**src/hdl/tpd_pkg.sv**
```systemverilog
// ----------------------------------------------------------------------------
// tpd_pkg
// Shared types and constants of the touch pad press detector.
// ----------------------------------------------------------------------------
package tpd_pkg;

	localparam int SAMPLE_BITS    = 16;
	localparam int CALIB_DEPTH    = 10;
	localparam int CALIB_IDX_BITS = $clog2(CALIB_DEPTH);
	// ten full-scale samples summed never wrap
	localparam int ACC_BITS       = SAMPLE_BITS + $clog2(CALIB_DEPTH);
	localparam int DIV_CNT_BITS   = $clog2(ACC_BITS);
	localparam int REM_BITS       = 3;
	localparam int SCAN_CNT_BITS  = 3;
	localparam int LOCK_BITS      = 2;
	localparam int CFG_IDX_BITS   = 2;

	localparam logic [ACC_BITS-1:0]       DIV_BY           = ACC_BITS'(6);
	localparam logic [SCAN_CNT_BITS-1:0]  GROUP_NORMAL     = 3'd3;
	localparam logic [SCAN_CNT_BITS-1:0]  GROUP_CONTINUOUS = 3'd6;
	localparam logic [LOCK_BITS-1:0]      LOCKOUT_SCANS    = 2'd3;
	localparam logic [SAMPLE_BITS-1:0]    GATE_RESET       = 16'd100;
	localparam logic [CALIB_IDX_BITS-1:0] CALIB_LAST       = CALIB_IDX_BITS'(CALIB_DEPTH - 1);
	localparam logic [1:0]                PASS_LAST        = 2'd3;

	localparam logic [CFG_IDX_BITS-1:0] CFG_CONTINUOUS = 2'd0;
	localparam logic [CFG_IDX_BITS-1:0] CFG_GATE       = 2'd1;

	localparam logic MODE_CALIB = 1'b0;
	localparam logic MODE_SCAN  = 1'b1;

	localparam logic KIND_CALIB = 1'b0;
	localparam logic KIND_SCAN  = 1'b1;

	typedef enum logic [3:0] {
		ST_IDLE,
		ST_SUM,
		ST_SEL,
		ST_DROP,
		ST_DIV,
		ST_SCAN_PEAK,
		ST_SCAN_LIMIT,
		ST_SCAN_CMP,
		ST_EMIT
	} tpd_state_t;

	typedef struct packed {
		logic [ACC_BITS-1:0] a;
		logic [ACC_BITS-1:0] b;
		logic                sub;
	} tpd_alu_req_t;

	typedef struct packed {
		logic [ACC_BITS-1:0] y;
		logic                borrow;
	} tpd_alu_rsp_t;

endpackage

```
**src/hdl/tpd_alu.sv**
```systemverilog
// ----------------------------------------------------------------------------
// tpd_alu
// Shared adder/subtractor; a subtract also serves as a compare by its borrow.
// ----------------------------------------------------------------------------
module tpd_alu import tpd_pkg::*; (
	input  tpd_alu_req_t req,
	output tpd_alu_rsp_t rsp
);

	logic [ACC_BITS:0] full;

	assign full = {1'b0, req.a} + {1'b0, (req.sub ? ~req.b : req.b)} + {{ACC_BITS{1'b0}}, req.sub};

	assign rsp.y      = full[ACC_BITS-1:0];
	// borrow on a subtract means a < b
	assign rsp.borrow = req.sub & ~full[ACC_BITS];

endmodule

```
**src/hdl/tpd_calib_store.sv**
```systemverilog
// ----------------------------------------------------------------------------
// tpd_calib_store
// Ten-entry store of calibration samples, one write and one read port.
// ----------------------------------------------------------------------------
module tpd_calib_store import tpd_pkg::*; (
	input  logic                      clk,
	input  logic                      wr_en,
	input  logic [CALIB_IDX_BITS-1:0] wr_idx,
	input  logic [SAMPLE_BITS-1:0]    wr_data,
	input  logic [CALIB_IDX_BITS-1:0] rd_idx,
	output logic [SAMPLE_BITS-1:0]    rd_data
);

	logic [SAMPLE_BITS-1:0] mem_q [CALIB_DEPTH];

	always_ff @(posedge clk) begin
		if (wr_en) begin
			mem_q[wr_idx] <= wr_data;
		end
	end

	assign rd_data = mem_q[rd_idx];

endmodule

```
**src/hdl/touch_pad_press_detector.sv**
```systemverilog
// ----------------------------------------------------------------------------
// touch_pad_press_detector
// Baseline calibration and press decision for one capacitive touch pad.
// ----------------------------------------------------------------------------
// One word is taken at a time; item_stall is high while a word is being worked
// on. A calibration word that does not complete a round of ten is stored
// while the engine stays idle. The tenth one starts the baseline run on the
// shared adder/subtractor: a sum of the ten samples, four selection passes
// (each a read of the ten samples and a drop step) that find and drop the
// two smallest and two largest samples, and 20 restoring divide steps for
// the floor division by six before the result is offered. A scan word runs
// the peak update, and when it closes a group also baseline plus gate,
// compare and result load.
// The result register frees the engine: the next word is taken while a
// result still waits on result_stall, and the engine only holds when a new
// result is ready and the previous one has not been taken yet.
// Configuration writes are taken every cycle; index 0 is continuous_mode,
// index 1 is touch_gate, other indexes are dropped.
// ----------------------------------------------------------------------------
module touch_pad_press_detector import tpd_pkg::*; (
	input  logic                    clk,
	input  logic                    arst_n,
	// input word channel
	input  logic                    item_valid,
	output logic                    item_stall,
	input  logic                    mode,
	input  logic [SAMPLE_BITS-1:0]  sample,
	// result word channel
	output logic                    result_valid,
	input  logic                    result_stall,
	output logic                    result_kind,
	output logic                    pressed,
	output logic [SAMPLE_BITS-1:0]  group_peak,
	output logic [SAMPLE_BITS-1:0]  baseline_value,
	output logic                    calib_fault,
	// configuration write channel
	input  logic                    cfg_valid,
	output logic                    cfg_ready,
	input  logic [CFG_IDX_BITS-1:0] cfg_index,
	input  logic [SAMPLE_BITS-1:0]  cfg_data
);

	tpd_state_t state_q, state_d;

	// configuration
	logic                   cont_q;
	logic [SAMPLE_BITS-1:0] gate_q;

	// architectural state
	logic [CALIB_IDX_BITS-1:0] calib_cnt_q;
	logic [SAMPLE_BITS-1:0]    baseline_q;
	logic [SCAN_CNT_BITS-1:0]  scan_cnt_q;
	logic [SAMPLE_BITS-1:0]    peak_q;
	logic [LOCK_BITS-1:0]      lock_q;

	// working registers of the sequencer
	logic [SAMPLE_BITS-1:0]    samp_q;
	logic [CALIB_IDX_BITS-1:0] idx_q;
	logic [1:0]                pass_q;
	logic [ACC_BITS-1:0]       acc_q;
	logic [SAMPLE_BITS-1:0]    best_q;
	logic [CALIB_IDX_BITS-1:0] best_idx_q;
	logic                      have_q;
	logic [CALIB_DEPTH-1:0]    excl_q;
	logic [REM_BITS-1:0]       rem_q;
	logic [DIV_CNT_BITS-1:0]   div_cnt_q;
	logic [SAMPLE_BITS:0]      limit_q;

	// pending result
	logic                   pend_kind_q;
	logic                   pend_pressed_q;
	logic [SAMPLE_BITS-1:0] pend_peak_q;

	// result register
	logic                   res_valid_q;
	logic                   res_kind_q;
	logic                   res_pressed_q;
	logic [SAMPLE_BITS-1:0] res_peak_q;
	logic [SAMPLE_BITS-1:0] res_base_q;

	logic                   item_acc;
	logic                   store_wr;
	logic [SAMPLE_BITS-1:0] store_rd;
	tpd_alu_req_t           alu_req;
	tpd_alu_rsp_t           alu_rsp;
	logic                   res_free;
	logic                   res_load;

	logic [REM_BITS:0]         trial;
	logic                      div_fits;
	logic [SCAN_CNT_BITS-1:0]  scan_cnt_inc;
	logic [SCAN_CNT_BITS-1:0]  group_size;
	logic [SAMPLE_BITS-1:0]    peak_new;
	logic                      sel_better;
	logic [LOCK_BITS-1:0]      lock_eff;

	assign item_stall = (state_q != ST_IDLE);
	assign item_acc   = item_valid & ~item_stall;
	assign store_wr   = item_acc & (mode == MODE_CALIB);
	assign cfg_ready  = 1'b1;

	tpd_calib_store u_store (
		.clk     (clk),
		.wr_en   (store_wr),
		.wr_idx  (calib_cnt_q),
		.wr_data (sample),
		.rd_idx  (idx_q),
		.rd_data (store_rd)
	);

	tpd_alu u_alu (
		.req (alu_req),
		.rsp (alu_rsp)
	);

	// divide step: shift the next dividend bit into the remainder
	assign trial    = {rem_q, acc_q[ACC_BITS-1]};
	assign div_fits = ~alu_rsp.borrow;

	assign scan_cnt_inc = scan_cnt_q + 3'd1;
	assign group_size   = cont_q ? GROUP_CONTINUOUS : GROUP_NORMAL;
	assign peak_new     = alu_rsp.borrow ? samp_q : peak_q;
	// min passes first, then max passes; the compare order flips between them
	assign sel_better   = alu_rsp.borrow;
	assign lock_eff     = cont_q ? '0 : lock_q;

	assign res_free = ~res_valid_q | ~result_stall;
	assign res_load = (state_q == ST_EMIT) & res_free;

	// sequencer: next state and the operation of the shared unit
	always_comb begin
		state_d     = state_q;
		alu_req.a   = '0;
		alu_req.b   = '0;
		alu_req.sub = 1'b0;
		unique case (state_q)
			ST_IDLE: begin
				if (item_acc) begin
					if (mode == MODE_SCAN) begin
						state_d = ST_SCAN_PEAK;
					end else if (calib_cnt_q == CALIB_LAST) begin
						state_d = ST_SUM;
					end
				end
			end
			ST_SUM: begin
				alu_req.a = acc_q;
				alu_req.b = ACC_BITS'(store_rd);
				if (idx_q == CALIB_LAST) begin
					state_d = ST_SEL;
				end
			end
			ST_SEL: begin
				alu_req.sub = 1'b1;
				if (pass_q[1]) begin
					alu_req.a = ACC_BITS'(best_q);
					alu_req.b = ACC_BITS'(store_rd);
				end else begin
					alu_req.a = ACC_BITS'(store_rd);
					alu_req.b = ACC_BITS'(best_q);
				end
				if (idx_q == CALIB_LAST) begin
					state_d = ST_DROP;
				end
			end
			ST_DROP: begin
				alu_req.a   = acc_q;
				alu_req.b   = ACC_BITS'(best_q);
				alu_req.sub = 1'b1;
				state_d     = (pass_q == PASS_LAST) ? ST_DIV : ST_SEL;
			end
			ST_DIV: begin
				alu_req.a   = ACC_BITS'(trial);
				alu_req.b   = DIV_BY;
				alu_req.sub = 1'b1;
				if (div_cnt_q == DIV_CNT_BITS'(ACC_BITS - 1)) begin
					state_d = ST_EMIT;
				end
			end
			ST_SCAN_PEAK: begin
				alu_req.a   = ACC_BITS'(peak_q);
				alu_req.b   = ACC_BITS'(samp_q);
				alu_req.sub = 1'b1;
				state_d     = (scan_cnt_inc >= group_size) ? ST_SCAN_LIMIT : ST_IDLE;
			end
			ST_SCAN_LIMIT: begin
				// baseline plus gate, kept one bit wider so it never wraps
				alu_req.a = ACC_BITS'(baseline_q);
				alu_req.b = ACC_BITS'(gate_q);
				state_d   = ST_SCAN_CMP;
			end
			ST_SCAN_CMP: begin
				alu_req.a   = ACC_BITS'(limit_q);
				alu_req.b   = ACC_BITS'(pend_peak_q);
				alu_req.sub = 1'b1;
				state_d     = ST_EMIT;
			end
			ST_EMIT: begin
				if (res_free) begin
					state_d = ST_IDLE;
				end
			end
			default: begin
				state_d = ST_IDLE;
			end
		endcase
	end

	always_ff @(posedge clk or negedge arst_n) begin
		if (!arst_n) begin
			state_q <= ST_IDLE;
		end else begin
			state_q <= state_d;
		end
	end

	// configuration registers
	always_ff @(posedge clk or negedge arst_n) begin
		if (!arst_n) begin
			cont_q <= 1'b0;
			gate_q <= GATE_RESET;
		end else if (cfg_valid && cfg_ready) begin
			unique case (cfg_index)
				CFG_CONTINUOUS: cont_q <= cfg_data[0];
				CFG_GATE:       gate_q <= cfg_data;
				default: ;
			endcase
		end
	end

	// datapath of the sequencer
	always_ff @(posedge clk or negedge arst_n) begin
		if (!arst_n) begin
			calib_cnt_q    <= '0;
			baseline_q     <= '0;
			scan_cnt_q     <= '0;
			peak_q         <= '0;
			lock_q         <= '0;
			samp_q         <= '0;
			idx_q          <= '0;
			pass_q         <= '0;
			acc_q          <= '0;
			best_q         <= '0;
			best_idx_q     <= '0;
			have_q         <= 1'b0;
			excl_q         <= '0;
			rem_q          <= '0;
			div_cnt_q      <= '0;
			limit_q        <= '0;
			pend_kind_q    <= KIND_CALIB;
			pend_pressed_q <= 1'b0;
			pend_peak_q    <= '0;
		end else begin
			case (state_q)
				ST_IDLE: begin
					if (item_acc) begin
						samp_q <= sample;
						if (mode == MODE_CALIB) begin
							if (calib_cnt_q == CALIB_LAST) begin
								// round complete: start the baseline run
								calib_cnt_q <= '0;
								acc_q       <= '0;
								idx_q       <= '0;
							end else begin
								calib_cnt_q <= calib_cnt_q + 1'b1;
							end
						end
					end
				end
				ST_SUM: begin
					acc_q <= alu_rsp.y;
					if (idx_q == CALIB_LAST) begin
						idx_q  <= '0;
						pass_q <= '0;
						have_q <= 1'b0;
						excl_q <= '0;
					end else begin
						idx_q <= idx_q + 1'b1;
					end
				end
				ST_SEL: begin
					// keep the first extreme found, so equal values drop one at a time
					if (!excl_q[idx_q] && (!have_q || sel_better)) begin
						best_q     <= store_rd;
						best_idx_q <= idx_q;
						have_q     <= 1'b1;
					end
					idx_q <= (idx_q == CALIB_LAST) ? '0 : idx_q + 1'b1;
				end
				ST_DROP: begin
					acc_q              <= alu_rsp.y;
					excl_q[best_idx_q] <= 1'b1;
					have_q             <= 1'b0;
					pass_q             <= pass_q + 1'b1;
					rem_q              <= '0;
					div_cnt_q          <= '0;
				end
				ST_DIV: begin
					rem_q     <= div_fits ? alu_rsp.y[REM_BITS-1:0] : trial[REM_BITS-1:0];
					acc_q     <= {acc_q[ACC_BITS-2:0], div_fits};
					div_cnt_q <= div_cnt_q + 1'b1;
					if (div_cnt_q == DIV_CNT_BITS'(ACC_BITS - 1)) begin
						baseline_q     <= {acc_q[SAMPLE_BITS-2:0], div_fits};
						pend_kind_q    <= KIND_CALIB;
						pend_pressed_q <= 1'b0;
						pend_peak_q    <= '0;
					end
				end
				ST_SCAN_PEAK: begin
					if (scan_cnt_inc >= group_size) begin
						pend_peak_q <= peak_new;
						peak_q      <= '0;
						scan_cnt_q  <= '0;
					end else begin
						peak_q     <= peak_new;
						scan_cnt_q <= scan_cnt_inc;
					end
				end
				ST_SCAN_LIMIT: begin
					limit_q <= alu_rsp.y[SAMPLE_BITS:0];
				end
				ST_SCAN_CMP: begin
					pend_kind_q <= KIND_SCAN;
					if (alu_rsp.borrow) begin
						// touched: report only past the lockout, then reload it
						pend_pressed_q <= (lock_eff == '0);
						lock_q         <= LOCKOUT_SCANS - 1'b1;
					end else begin
						pend_pressed_q <= 1'b0;
						lock_q         <= (lock_eff != '0) ? lock_eff - 1'b1 : '0;
					end
				end
				default: ;
			endcase
		end
	end

	// result register: load on emit, drop when taken
	always_ff @(posedge clk or negedge arst_n) begin
		if (!arst_n) begin
			res_valid_q   <= 1'b0;
			res_kind_q    <= KIND_CALIB;
			res_pressed_q <= 1'b0;
			res_peak_q    <= '0;
			res_base_q    <= '0;
		end else if (res_load) begin
			res_valid_q   <= 1'b1;
			res_kind_q    <= pend_kind_q;
			res_pressed_q <= pend_pressed_q;
			res_peak_q    <= pend_peak_q;
			res_base_q    <= baseline_q;
		end else if (res_valid_q && !result_stall) begin
			res_valid_q <= 1'b0;
		end
	end

	assign result_valid   = res_valid_q;
	assign result_kind    = res_kind_q;
	assign pressed        = res_pressed_q;
	assign group_peak     = res_peak_q;
	assign baseline_value = res_base_q;
	// fault when the baseline reaches half of full scale
	assign calib_fault    = res_base_q[SAMPLE_BITS-1];

endmodule

```
**config.mk**
```make
export PLATFORM = sky130hd
export DESIGN_NAME = touch_pad_press_detector
export DESIGN_NICKNAME = d
export VERILOG_FILES = /design/src/hdl/tpd_pkg.sv /design/src/hdl/tpd_alu.sv /design/src/hdl/tpd_calib_store.sv /design/src/hdl/touch_pad_press_detector.sv
export SDC_FILE = /design/constraint.sdc
export NUM_CORES = 1
export LEC_CHECK = 0
export BUFFER_PORTS_ARGS = -buffer_cell sky130_fd_sc_hd__buf_4
export CAP_MARGIN = 20
export CORE_ASPECT_RATIO = 1.4
export CORE_MARGIN = 2
export CORE_UTILIZATION = 60
export DETAILED_ROUTE_END_ITERATION = 12
export PLACE_DENSITY = 0.79
export SYNTH_ARGS = -nofsm -noshare
export SYNTH_HDL_FRONTEND = slang
export SYNTH_HIERARCHICAL = 1
export SYNTH_SLANG_ARGS = --single-unit
```
**constraint.sdc**
```tcl
create_clock -name clk -period 7.7 [get_ports clk]
set_clock_uncertainty 0.2 [all_clocks]
set_input_delay 0.77 -clock clk [delete_from_list [all_inputs] [get_ports clk]]
set_output_delay 0.77 -clock clk [all_outputs]
set_load 0.01 [all_outputs]
```
==> results of run 1 <==
-- layout make-up --
cell class | count | area share [%]
multi-input cells | 907 | 36.6
clock buffers | 48 | 4.91
repair buffers | 108 | 4.17
clock inverters | 19 | 0.779
well taps | 380 | 2.39
inverters | 12 | 0.226
flip-flops and latches | 373 | 50.9
-- how the worst max path moves through the flow --
stage | end
floorplan | pend_peak_q[4]
global placement | peak_q[5]
detailed placement | peak_q[12]
CTS | peak_q[12]
global route | peak_q[12]
finish | peak_q[12]
-- power by group through the flow --
stage / Clock [W] / Sequential [W] / Combinational, W
global placement: 0 / 0.00293 / 0.00464
finish: 0.00172 / 0.00293 / 0.00484
floorplan: 0 / 0.00267 / 0.00384
CTS: 0.00174 / 0.00292 / 0.00478
global route: 0.00182 / 0.00299 / 0.00525
detailed placement: 0 / 0.00295 / 0.00474
-- metal layers --
metal / GRT usage [%] / vias to the layer above
met5: 0 / -
met4: 11.8 / 0
met3: 3.14 / 112
met2: 44.6 / 396
met1: 34.9 / 5855
li1: - / 5300
-- cell families (layout without fill, tap and decap cells) --
logic type	count (synthesis)	after routing	synth area share [%]
buffers and inverters	98	187	2.81
xor gates and xnor gates	41	41	2.01
muxes	259	259	16.3
and+or+nand+nor	278	278	7.77
AOI/OAI and AO/OA	299	299	12.5
adders and majority gates	25	25	1.79
other	2	5	0.0421
DFF	373	373	56.8
-- metrics by stage --
| step | hold slack (ns) | util (%) |
|---|---|---|
| floorplan | 0.246 | - |
| global placement | 0.257 | 64.1 |
| detailed placement | 0.271 | 64.1 |
| CTS | 0.205 | 67.9 |
| global route | 0.239 | 68.1 |
| finish | 0.125 | 68.1 |
-- state kept, by name, summed over array words and instances (netlist names), 2 cells and up --
register and count:
acc_q 20, pend_peak_q 16, calib_cnt_q 4, scan_cnt_q 3, best_q 16, rem_q 3, group_peak 16, gate_q 16
lock_q 2, best_idx_q 4, baseline_value 16, limit_q 17, idx_q 4, pass_q 2, peak_q 16, excl_q 10
baseline_q 16, u_store/mem_q 160, state_q 4, div_cnt_q 5, samp_q 16
-- cells in the mapped netlist, types with 29 or more instances --
library cell,instances,area [sq um]
sky130_fd_sc_hd__a21oi_1,31,155
sky130_fd_sc_hd__a22o_1,38,333
sky130_fd_sc_hd__a22oi_1,69,518
sky130_fd_sc_hd__buf_2,34,170
sky130_fd_sc_hd__dfrtp_1,210,5260
sky130_fd_sc_hd__edfxtp_1,160,4800
sky130_fd_sc_hd__mux2_2,182,2050
sky130_fd_sc_hd__mux2i_1,60,601
sky130_fd_sc_hd__nand2_1,116,435
sky130_fd_sc_hd__nor2_1,60,225
sky130_fd_sc_hd__o21ai_0,50,250
sky130_fd_sc_hd__xor2_1,29,254
==> summary.md, run 1 <==
| Metric | Value |
|---|---|
| Cell-by-cell listing of the critical path | `mux2_2 > o22ai_1 > o31ai_1 > mux2_2 > a22oi_1 > nand3_1 > mux2_4 > fa_1 > a21o_1 > a221oi_2 > o211a_1 > nor2_1 > a221o_1 > a21oi_4 > buf_4 > o21ai_1 > a22o_1` |
| Die Y-Extent | `208 um` |
| Total of flip-flops plus latches after synthesis | `373` |
| Top flip-flop cell by instance count after synthesis | `sky130_fd_sc_hd__dfrtp_1` |
| Top layer in use | `met4` |
| Avg Vias per Cell | `6.31` |
| Status | `complete, no violations` |
| Instance count of the mapped netlist | `1375` |
| Switching power total | `0.00395 W` |
| Final total power | `0.00949 W` |
| Worst slew margin relative to its limit | `28.4%` |
| Gr ovfl total | `0` |
| Path length in cells of the critical path | `17` |
| Final cycle utilization of the critical path | `79.2%` |
| Storage cell area | `10100 sq um` |
| Source-to-sink clock delay at the later pin of the worst-skew pair | `0.54 ns` |
| Final setup margin | `1.60 ns` |
| Unrepaired setup endpoints after global routing | `false` |
| Wire length the detailed router placed on met1 | `16700 um` |
| Final setup TNS | `0 ns` |
| Max Transition Viols Final | `0` |
| Required time at the endpoint of the critical path | `7.91 ns` |
| CTS resizes | `0` |
| Number of different library cells in the post-synthesis netlist | `82` |
| Met2 layer wire length in the routed design | `20500 um` |
| Placed Cells incl. Taps | `1777` |
| Type of the worst setup path | `reg2reg` |
| Post-synth EDFFs | `160` |
| Post-synthesis sequential area ratio | `56.8%` |
| Area of all placed cells without fillers | `19900 sq um` |
| Vias in the first global route | `11800` |
| Layout cell share with drive strength beyond 1 | `27.9%` |
| Synthesized area per cell | `13.0 sq um` |
| Crit path time final | `6.10 ns` |
| Origin of the worst setup path | `idx_q[0]` |
| Gr usage total | `26.6%` |
| Max-capacitance violation count | `0` |
| CTS HTree Levels | `2` |
| Leakage | `8.32 nW` |
| Global-route wire length before repair | `65200 um` |
| Number of buffers between clock root and the deepest sink | `3` |
| Antenna violations before repair | `0` |
| Worst-case setup slack after placement | `1.26 ns` |
| Number of violations reported at the end of detailed-routing iteration 0 | `809` |
| Die Area | `31200 sq um` |
| Pwr Density | `477 nW/um^2` |
| Final weighted congestion in routability-driven placement | `0.880` |
| Crit Reg-Reg Startpoint | `idx_q[0]` |
| CP endpoint kind | `flop` |
| Met3 wire len | `1970 um` |
| Register-to-Register Setup Slack | `1.60 ns` |
| Maximum ir drop on the vdd rail | `0.272 mV` |
| Buffers & Inverters on Critical Path | `1` |
| Detailed-placement wirelength estimate | `28100 um` |
| Count of input and output buffers | `76` |
| Top cell family by delay on the critical path | `compound AO/OA/AOI/OAI gates` |
| Number of placement rows | `74` |
| Cell Int Power | `0.00554 W` |
| Total number of vias | `11700` |
| Die span in x | `150 um` |
| Area taken by multi-input logic gates | `7290 sq um` |
| Category of the worst setup path launch point | `flop` |
| Largest net degree at the start of global routing | `138` |
| Cell area after placement | `18700 sq um` |
| Cell Count, Final, Fillers Out | `1847` |
| R2R cell count | `17` |
| Filler instances | `2121` |
| Portion of total power attributed to combinational logic | `51.0%` |
| Starting Density | `61.0%` |
| WP data arrival | `6.31 ns` |
| Detailed-router iteration count before antenna repair | `5` |
| Achievable clock frequency | `164 MHz` |
| Commonest non-fill, non-tap cells in the layout | `209 x sky130_fd_sc_hd__dfrtp_1, 182 x sky130_fd_sc_hd__mux2_2, 160 x sky130_fd_sc_hd__edfxtp_1, 116 x sky130_fd_sc_hd__nand2_1, 105 x sky130_fd_sc_hd__buf_4` |
| Switching portion of total power | `41.6%` |
| Clock-pin slew reported for the worst setup and hold paths after clock tree synthesis | `0.06 ns` |
| Clock network fraction of total power | `18.1%` |
| Area added between synthesis and finish | `11.5%` |
| CP peak stage delay | `0.98 ns` |
| Count of unresolved DRC violations after routing | `0` |
| Async set or reset register ratio after synthesis | `57.1%` |
| Synth Warn # | `6` |
| Cell with the largest stage delay on the worst path | `sky130_fd_sc_hd__dfrtp_4` |
| NumNets Final | `1504` |
| Summed instance area of the synthesized netlist | `17900 sq um` |
| Clock root buffer master | `sky130_fd_sc_hd__clkbuf_16` |
| Count of endpoints failing hold in the final timing report | `0` |
| Total clock buffers created by CTS | `37` |
| Final routed wire length divided by cell count | `22.2 um` |
| Number of sinks on the clock net | `373` |
| Maximum fanout along the worst path | `62` |
| Drt total wl | `41000 um` |
| Area of the core | `29300 sq um` |
| TritonCTS clock tree | `yes` |
| Hold buffers post-CTS | `0` |
| Hold WC Path Type | `in2async` |
| Power share of the sequential group | `30.9%` |
| Final setup fails | `0` |
| IO Pins | `78` |
| Buffers inserted during post-CTS setup optimization | `0` |
| Cell type with the highest occurrence count on the critical path | `sky130_fd_sc_hd__mux2_2` |
| Antenna cells | `0` |
| Most frequent standard cell in the layout excluding fill and tap cells | `sky130_fd_sc_hd__dfrtp_1` |
| Antenna-violating nets left | `0` |
| Capturing point of the worst reg2reg path | `peak_q[12]` |
| Least-Margin Pin Slew | `1.07 ns` |
Power figures use the tool's default switching activity.
==> run 2, diff against run 1 <==
clock period = 5.75 ns   (was 7.7 ns; I/O delays follow)
==> summary.md, run 2 (synthesis results as in run 1) <==
| Metric | Value |
|---|---|
| Status | `complete, no violations` |
| Layout cell share with drive strength beyond 1 | `29.3%` |
| Starting Density | `61.0%` |
| Worst slew margin relative to its limit | `23.8%` |
| Area added between synthesis and finish | `12.8%` |
| Number of buffers between clock root and the deepest sink | `3` |
| Max Transition Viols Final | `0` |
| Switching portion of total power | `40.8%` |
| NumNets Final | `1522` |
| Clock root buffer master | `sky130_fd_sc_hd__clkbuf_16` |
| Storage cell area | `10100 sq um` |
| Required time at the endpoint of the critical path | `6.02 ns` |
| Count of unresolved DRC violations after routing | `0` |
| Power share of the sequential group | `29.3%` |
| CTS HTree Levels | `2` |
| Gr ovfl total | `0` |
| Global-route wire length before repair | `64400 um` |
| Commonest non-fill, non-tap cells in the layout | `209 x sky130_fd_sc_hd__dfrtp_1, 182 x sky130_fd_sc_hd__mux2_2, 160 x sky130_fd_sc_hd__edfxtp_1, 122 x sky130_fd_sc_hd__buf_4, 116 x sky130_fd_sc_hd__nand2_1` |
| Category of the worst setup path launch point | `flop` |
| Antenna violations before repair | `0` |
| Least-Margin Pin Slew | `1.14 ns` |
| R2R cell count | `18` |
| Hold WC Path Type | `in2reg` |
| Largest net degree at the start of global routing | `125` |
| Hold WS | `0.0602 ns` |
| Buffers inserted during post-CTS setup optimization | `0` |
| Final weighted congestion in routability-driven placement | `0.884` |
| Detailed-router iteration count before antenna repair | `7` |
| Leakage | `8.46 nW` |
| Largest registers | `u_store/mem_q (160), acc_q (20), limit_q (17)` |
| Die span in x | `150 um` |
| Pwr Density | `635 nW/um^2` |
| Reg with most FFs | `u_store/mem_q` |
| Register-to-Register Setup Slack | `0.30 ns` |
| Filler instances | `2054` |
| Final setup fails | `0` |
| Crit Reg-Reg Startpoint | `idx_q[0]` |
| IO Pins | `78` |
| Max-capacitance violation count | `0` |
| Count of endpoints failing hold in the final timing report | `0` |
| Die Area | `31200 sq um` |
| Final total power | `0.0128 W` |
| Total clock buffers created by CTS | `37` |
| CP endpoint kind | `flop` |
| Hold EP | `cont_q` |
| Clock-pin slew reported for the worst setup and hold paths after clock tree synthesis | `0.06 ns` |
| Unrepaired setup endpoints after global routing | `false` |
| HP Start | `cfg_data[0]` |
| Crit path time final | `5.45 ns` |
| Total number of vias | `11700` |
| Number of placement rows | `74` |
| Cell Int Power | `0.00757 W` |
| Maximum ir drop on the vdd rail | `0.341 mV` |
| Clock network fraction of total power | `18.7%` |
| Capturing point of the worst reg2reg path | `peak_q[2]` |
| Number of sinks on the clock net | `373` |
| Drt total wl | `40400 um` |
| Number of violations reported at the end of detailed-routing iteration 0 | `712` |
| Portion of total power attributed to combinational logic | `52.0%` |
| Gr usage total | `26.3%` |
| Count of input and output buffers | `76` |
| Achievable clock frequency | `183 MHz` |
| Avg Vias per Cell | `6.27` |
| Type of the worst setup path | `reg2reg` |
| Final cycle utilization of the critical path | `94.8%` |
| Switching power total | `0.00522 W` |
| Vias in the first global route | `11800` |
| Most frequent standard cell in the layout excluding fill and tap cells | `sky130_fd_sc_hd__dfrtp_1` |
| WP data arrival | `5.72 ns` |
| Maximum fanout along the worst path | `26` |
| Antenna-violating nets left | `0` |
| Antenna cells | `0` |
| Number of flip-flops under the largest register name | `160` |
| Die Y-Extent | `208 um` |
| Final setup TNS | `0 ns` |
| Source-to-sink clock delay at the later pin of the worst-skew pair | `0.54 ns` |
| Area taken by multi-input logic gates | `7300 sq um` |
| Final routed wire length divided by cell count | `21.7 um` |
| Worst-case setup slack after placement | `0.414 ns` |
| Area of the core | `29300 sq um` |
| TritonCTS clock tree | `yes` |
| Final setup margin | `0.299 ns` |
| Cell depth of the worst hold path | `3` |
| Detailed-placement wirelength estimate | `28000 um` |
-- run 2: worst max-delay path by stage --
stage	endpoint	startpoint	slack, ns
floorplan	pend_peak_q[4]	state_q[3]	0.48
global placement	peak_q[4]	idx_q[0]	0.50
detailed placement	peak_q[15]	idx_q[0]	0.41
CTS	peak_q[2]	idx_q[0]	0.35
global route	peak_q[1]	idx_q[0]	0.07
finish	peak_q[2]	idx_q[0]	0.30
-- run 2: metrics by stage --
stage,std cells,instance area (sq um),utilization (%)
after floorplan,1378,17900,-
after global placement,1796,18900,64.7
after detailed placement,1797,18900,64.7
after CTS,1865,20100,68.8
after global routing,1865,20100,68.8
final,1865,20100,68.8
-- run 2: layer usage --
layer	share of wire [%]	up-vias	track usage (%)
met1	41	5897	34.6
met4	3.7	0	10.4
li1	-	5347	-
met5	0	-	0
met3	5.1	91	3.82
met2	51	361	43.9
-- run 2: worst max-delay path: stages, from the launching register on --
cell                       delay [ns]
sky130_fd_sc_hd__dfrtp_4         0.59
sky130_fd_sc_hd__mux2_2          0.37
sky130_fd_sc_hd__o22ai_1         0.15
sky130_fd_sc_hd__o31ai_1         0.16
sky130_fd_sc_hd__mux2_2          0.32
sky130_fd_sc_hd__a22oi_1         0.17
sky130_fd_sc_hd__nand3_1         0.14
sky130_fd_sc_hd__mux2_4          0.30
sky130_fd_sc_hd__fa_1            0.44
sky130_fd_sc_hd__a21o_1          0.21
sky130_fd_sc_hd__a221oi_2        0.34
sky130_fd_sc_hd__o211a_1         0.23
sky130_fd_sc_hd__nor2_1          0.07
sky130_fd_sc_hd__a221o_1         0.37
sky130_fd_sc_hd__a21oi_4         0.23
sky130_fd_sc_hd__buf_4           0.44
sky130_fd_sc_hd__and3_1          0.23
sky130_fd_sc_hd__buf_4           0.23
sky130_fd_sc_hd__a22o_1          0.18
-- run 2: power by group through the flow --
stage | logic (W) | clock network, W | registers [W]
2_1_floorplan | 0.00514 | 0 | 0.00358
3_3_place_gp | 0.00639 | 0 | 0.00375
3_5_place_dp | 0.00652 | 0 | 0.00379
4_1_cts | 0.00657 | 0.00243 | 0.00374
5_1_grt | 0.00722 | 0.00254 | 0.00381
6_report | 0.00664 | 0.00239 | 0.00375
-- run 2: area by class of cell --
cell class	instances	share of cell area (%)
clock buffers	45	4.89
multi-input cells	907	36.3
flip-flops and latches	373	50.4
clock inverters	22	1.07
inverters	12	0.224
repair buffers	126	4.85
well taps	380	2.36
-- run 2: repair_timing --
| item | 4_1_cts | 5_1_grt |
|---|---|---|
| hold endpoints to repair | 83 | 0 |
| setup endpoints to repair | 0 | 0 |
| gates resized for setup | 0 | 0 |
| hold buffers | 1 | 0 |
==> run 3, diff against run 2 <==
CTS_BUF_LIST = sky130_fd_sc_hd__clkbuf_4   (was not set)
PLACE_DENSITY = 0.78   (was 0.79)
==> summary.md, run 3 (synthesis results as in run 1) <==
| Metric | Value |
|---|---|
| Maximum fanout along the worst path | `26` |
| Leakage | `8.70 nW` |
| Core Util, Final | `69.9%` |
| Max Transition Viols Final | `0` |
| Detailed-router iteration count before antenna repair | `5` |
| Least-Margin Pin Slew | `1.04 ns` |
| CTS HTree Levels | `3` |
| Placed Cells incl. Taps | `1798` |
| Final cycle utilization of the critical path | `95.4%` |
| Global-route wire length before repair | `66400 um` |
| Final routed wire length divided by cell count | `20.9 um` |
| Layout cell share with drive strength beyond 1 | `31.5%` |
| Count of input and output buffers | `76` |
| Number of buffers between clock root and the deepest sink | `3` |
| Area of the core | `29300 sq um` |
| Gr ovfl total | `0` |
| Crit path time final | `5.48 ns` |
| R2R cell count | `18` |
| Number of placement rows | `74` |
| WP data arrival | `5.97 ns` |
| Cell depth of the worst hold path | `3` |
| Final setup fails | `0` |
| IO Pins | `78` |
| Required time at the endpoint of the critical path | `6.23 ns` |
| CP endpoint kind | `flop` |
| Final setup TNS | `0 ns` |
| Gr usage total | `27.5%` |
| Unrepaired setup endpoints after global routing | `false` |
| Hold WC Path Type | `in2reg` |
| Max-capacitance violation count | `0` |
| Drt total wl | `41900 um` |
| Category of the worst setup path launch point | `flop` |
| Antenna-violating nets left | `0` |
| Detailed-placement wirelength estimate | `28600 um` |
| Die Y-Extent | `208 um` |
| Clock root buffer master | `sky130_fd_sc_hd__clkbuf_4` |
| Worst slew margin relative to its limit | `30.3%` |
| Maximum ir drop on the vdd rail | `0.441 mV` |
| Cell Count, Final, Fillers Out | `2003` |
| Commonest non-fill, non-tap cells in the layout | `209 x sky130_fd_sc_hd__dfrtp_1, 182 x sky130_fd_sc_hd__mux2_2, 160 x sky130_fd_sc_hd__edfxtp_1, 126 x sky130_fd_sc_hd__clkbuf_4, 122 x sky130_fd_sc_hd__buf_4` |
| Starting Density | `61.0%` |
| Total clock buffers created by CTS | `89` |
| Count of unresolved DRC violations after routing | `0` |
| NumNets Final | `1612` |
| Pwr Density | `617 nW/um^2` |
| Most frequent standard cell in the layout excluding fill and tap cells | `sky130_fd_sc_hd__dfrtp_1` |
| Count of endpoints failing hold in the final timing report | `0` |
| Vias in the first global route | `12600` |
| Number of flip-flops under the largest register name | `160` |
| Clock-pin slew reported for the worst setup and hold paths after clock tree synthesis | `0.07 ns` |
| Antenna violations before repair | `1` |
| Avg Vias per Cell | `6.12` |
| Number of violations reported at the end of detailed-routing iteration 0 | `751` |
| Largest net degree at the start of global routing | `129` |
| Largest registers | `u_store/mem_q (160), acc_q (20), limit_q (17)` |
| Total number of vias | `12300` |
| Number of sinks on the clock net | `373` |
| Area added between synthesis and finish | `14.6%` |
| Die Area | `31200 sq um` |
| Reg with most FFs | `u_store/mem_q` |
| Final weighted congestion in routability-driven placement | `0.913` |
| TritonCTS clock tree | `yes` |
| Status | `complete, no violations` |
| Source-to-sink clock delay at the later pin of the worst-skew pair | `0.77 ns` |
| Type of the worst setup path | `reg2reg` |
| CTS resizes | `0` |
| Die span in x | `150 um` |
| Achievable clock frequency | `182 MHz` |
-- run 3: changes by cell type in the layout (fill, tap and decap cells not counted), moves of 2 or more --
cell,delta
sky130_fd_sc_hd__bufinv_16,-2
sky130_fd_sc_hd__clkbuf_1,-5
sky130_fd_sc_hd__clkbuf_16,-37
sky130_fd_sc_hd__clkbuf_4,+126
sky130_fd_sc_hd__clkbuf_8,-3
sky130_fd_sc_hd__clkinv_1,+29
sky130_fd_sc_hd__clkinv_2,-7
sky130_fd_sc_hd__clkinv_8,-2
sky130_fd_sc_hd__clkinvlp_4,-2
sky130_fd_sc_hd__diode_2,+2
sky130_fd_sc_hd__dlygate4sd3_1,+36
-- run 3: worst max-delay path: stages, from the launching register on --
cell,delay (ns)
sky130_fd_sc_hd__dfrtp_4,0.55
sky130_fd_sc_hd__buf_4,0.31
sky130_fd_sc_hd__mux2_2,0.37
sky130_fd_sc_hd__o22ai_1,0.17
sky130_fd_sc_hd__o31ai_2,0.13
sky130_fd_sc_hd__mux2_2,0.31
sky130_fd_sc_hd__a22oi_1,0.16
sky130_fd_sc_hd__nand3_1,0.15
sky130_fd_sc_hd__fa_1,0.50
sky130_fd_sc_hd__a21o_1,0.22
sky130_fd_sc_hd__a221oi_2,0.36
sky130_fd_sc_hd__o211a_1,0.23
sky130_fd_sc_hd__nor2_1,0.06
sky130_fd_sc_hd__a221o_1,0.37
sky130_fd_sc_hd__a21oi_4,0.19
sky130_fd_sc_hd__buf_4,0.44
sky130_fd_sc_hd__and3_1,0.24
sky130_fd_sc_hd__buf_4,0.24
sky130_fd_sc_hd__a22o_1,0.18
-- run 3: metal layers --
layer / global-route usage [%] / part of all wire (%) / vias up
li1: - / - / 5609
met1: 34.2 / 40 / 6108
met2: 46.1 / 50 / 416
met3: 5.37 / 5.3 / 117
met4: 13.1 / 4.2 / 2
met5: 0 / 0.043 / -
-- run 3: through the flow --
stage	setup slack (ns)	instance area [sq um]	total power, W	hold WS, ns
2_1_floorplan	0.481	17900	0.00872	0.0794
3_5_place_dp	0.374	18900	0.0104	0.268
6_report	0.266	20500	0.0126	0.122
5_1_grt	0.0503	20500	0.0134	0.101
4_1_cts	0.324	20400	0.0126	0.0697
3_3_place_gp	0.503	18900	0.0102	0.255
-- run 3: worst paths after layout --
path / from / to / slack [ns]
min in group asynchronous: arst_n / result_valid / 0.20
setup / recovery: idx_q[0] / peak_q[5] / 0.27
setup reg to reg: idx_q[0] / peak_q[5] / 0.27
hold reg to reg: pend_kind_q / pend_kind_q / 0.28
max in group asynchronous: arst_n / baseline_value[15] / 3.96
hold / removal: item_valid / calib_cnt_q[3] / 0.12
-- run 3: what timing repair did --
| item | 4_1_cts | 5_1_grt |
|---|---|---|
| hold buffers | 37 | 0 |
| setup endpoints to repair | 0 | 0 |
| hold endpoints to repair | 280 | 0 |
| buffers inserted | 0 | 0 |
-- run 3: cell type report --
cell class              instances  area [sq um]
flip-flops and latches        373         10100
fillers                      2100          8800
multi-input cells             907          7290
repair buffers                164          1370
clock buffers                 126           946
well taps                     380           475
clock inverters                39           186
inverters                      12          45.0
diodes                          2          5.00
-- run 3: report_power, final --
group	switching, W	leakage (nW)	internal, W	total (W)
combinational	0.00379	3.86	0.00297	0.00676
sequential	0.000477	4.17	0.00327	0.00374
clock	0.00105	0.667	0.00106	0.00212
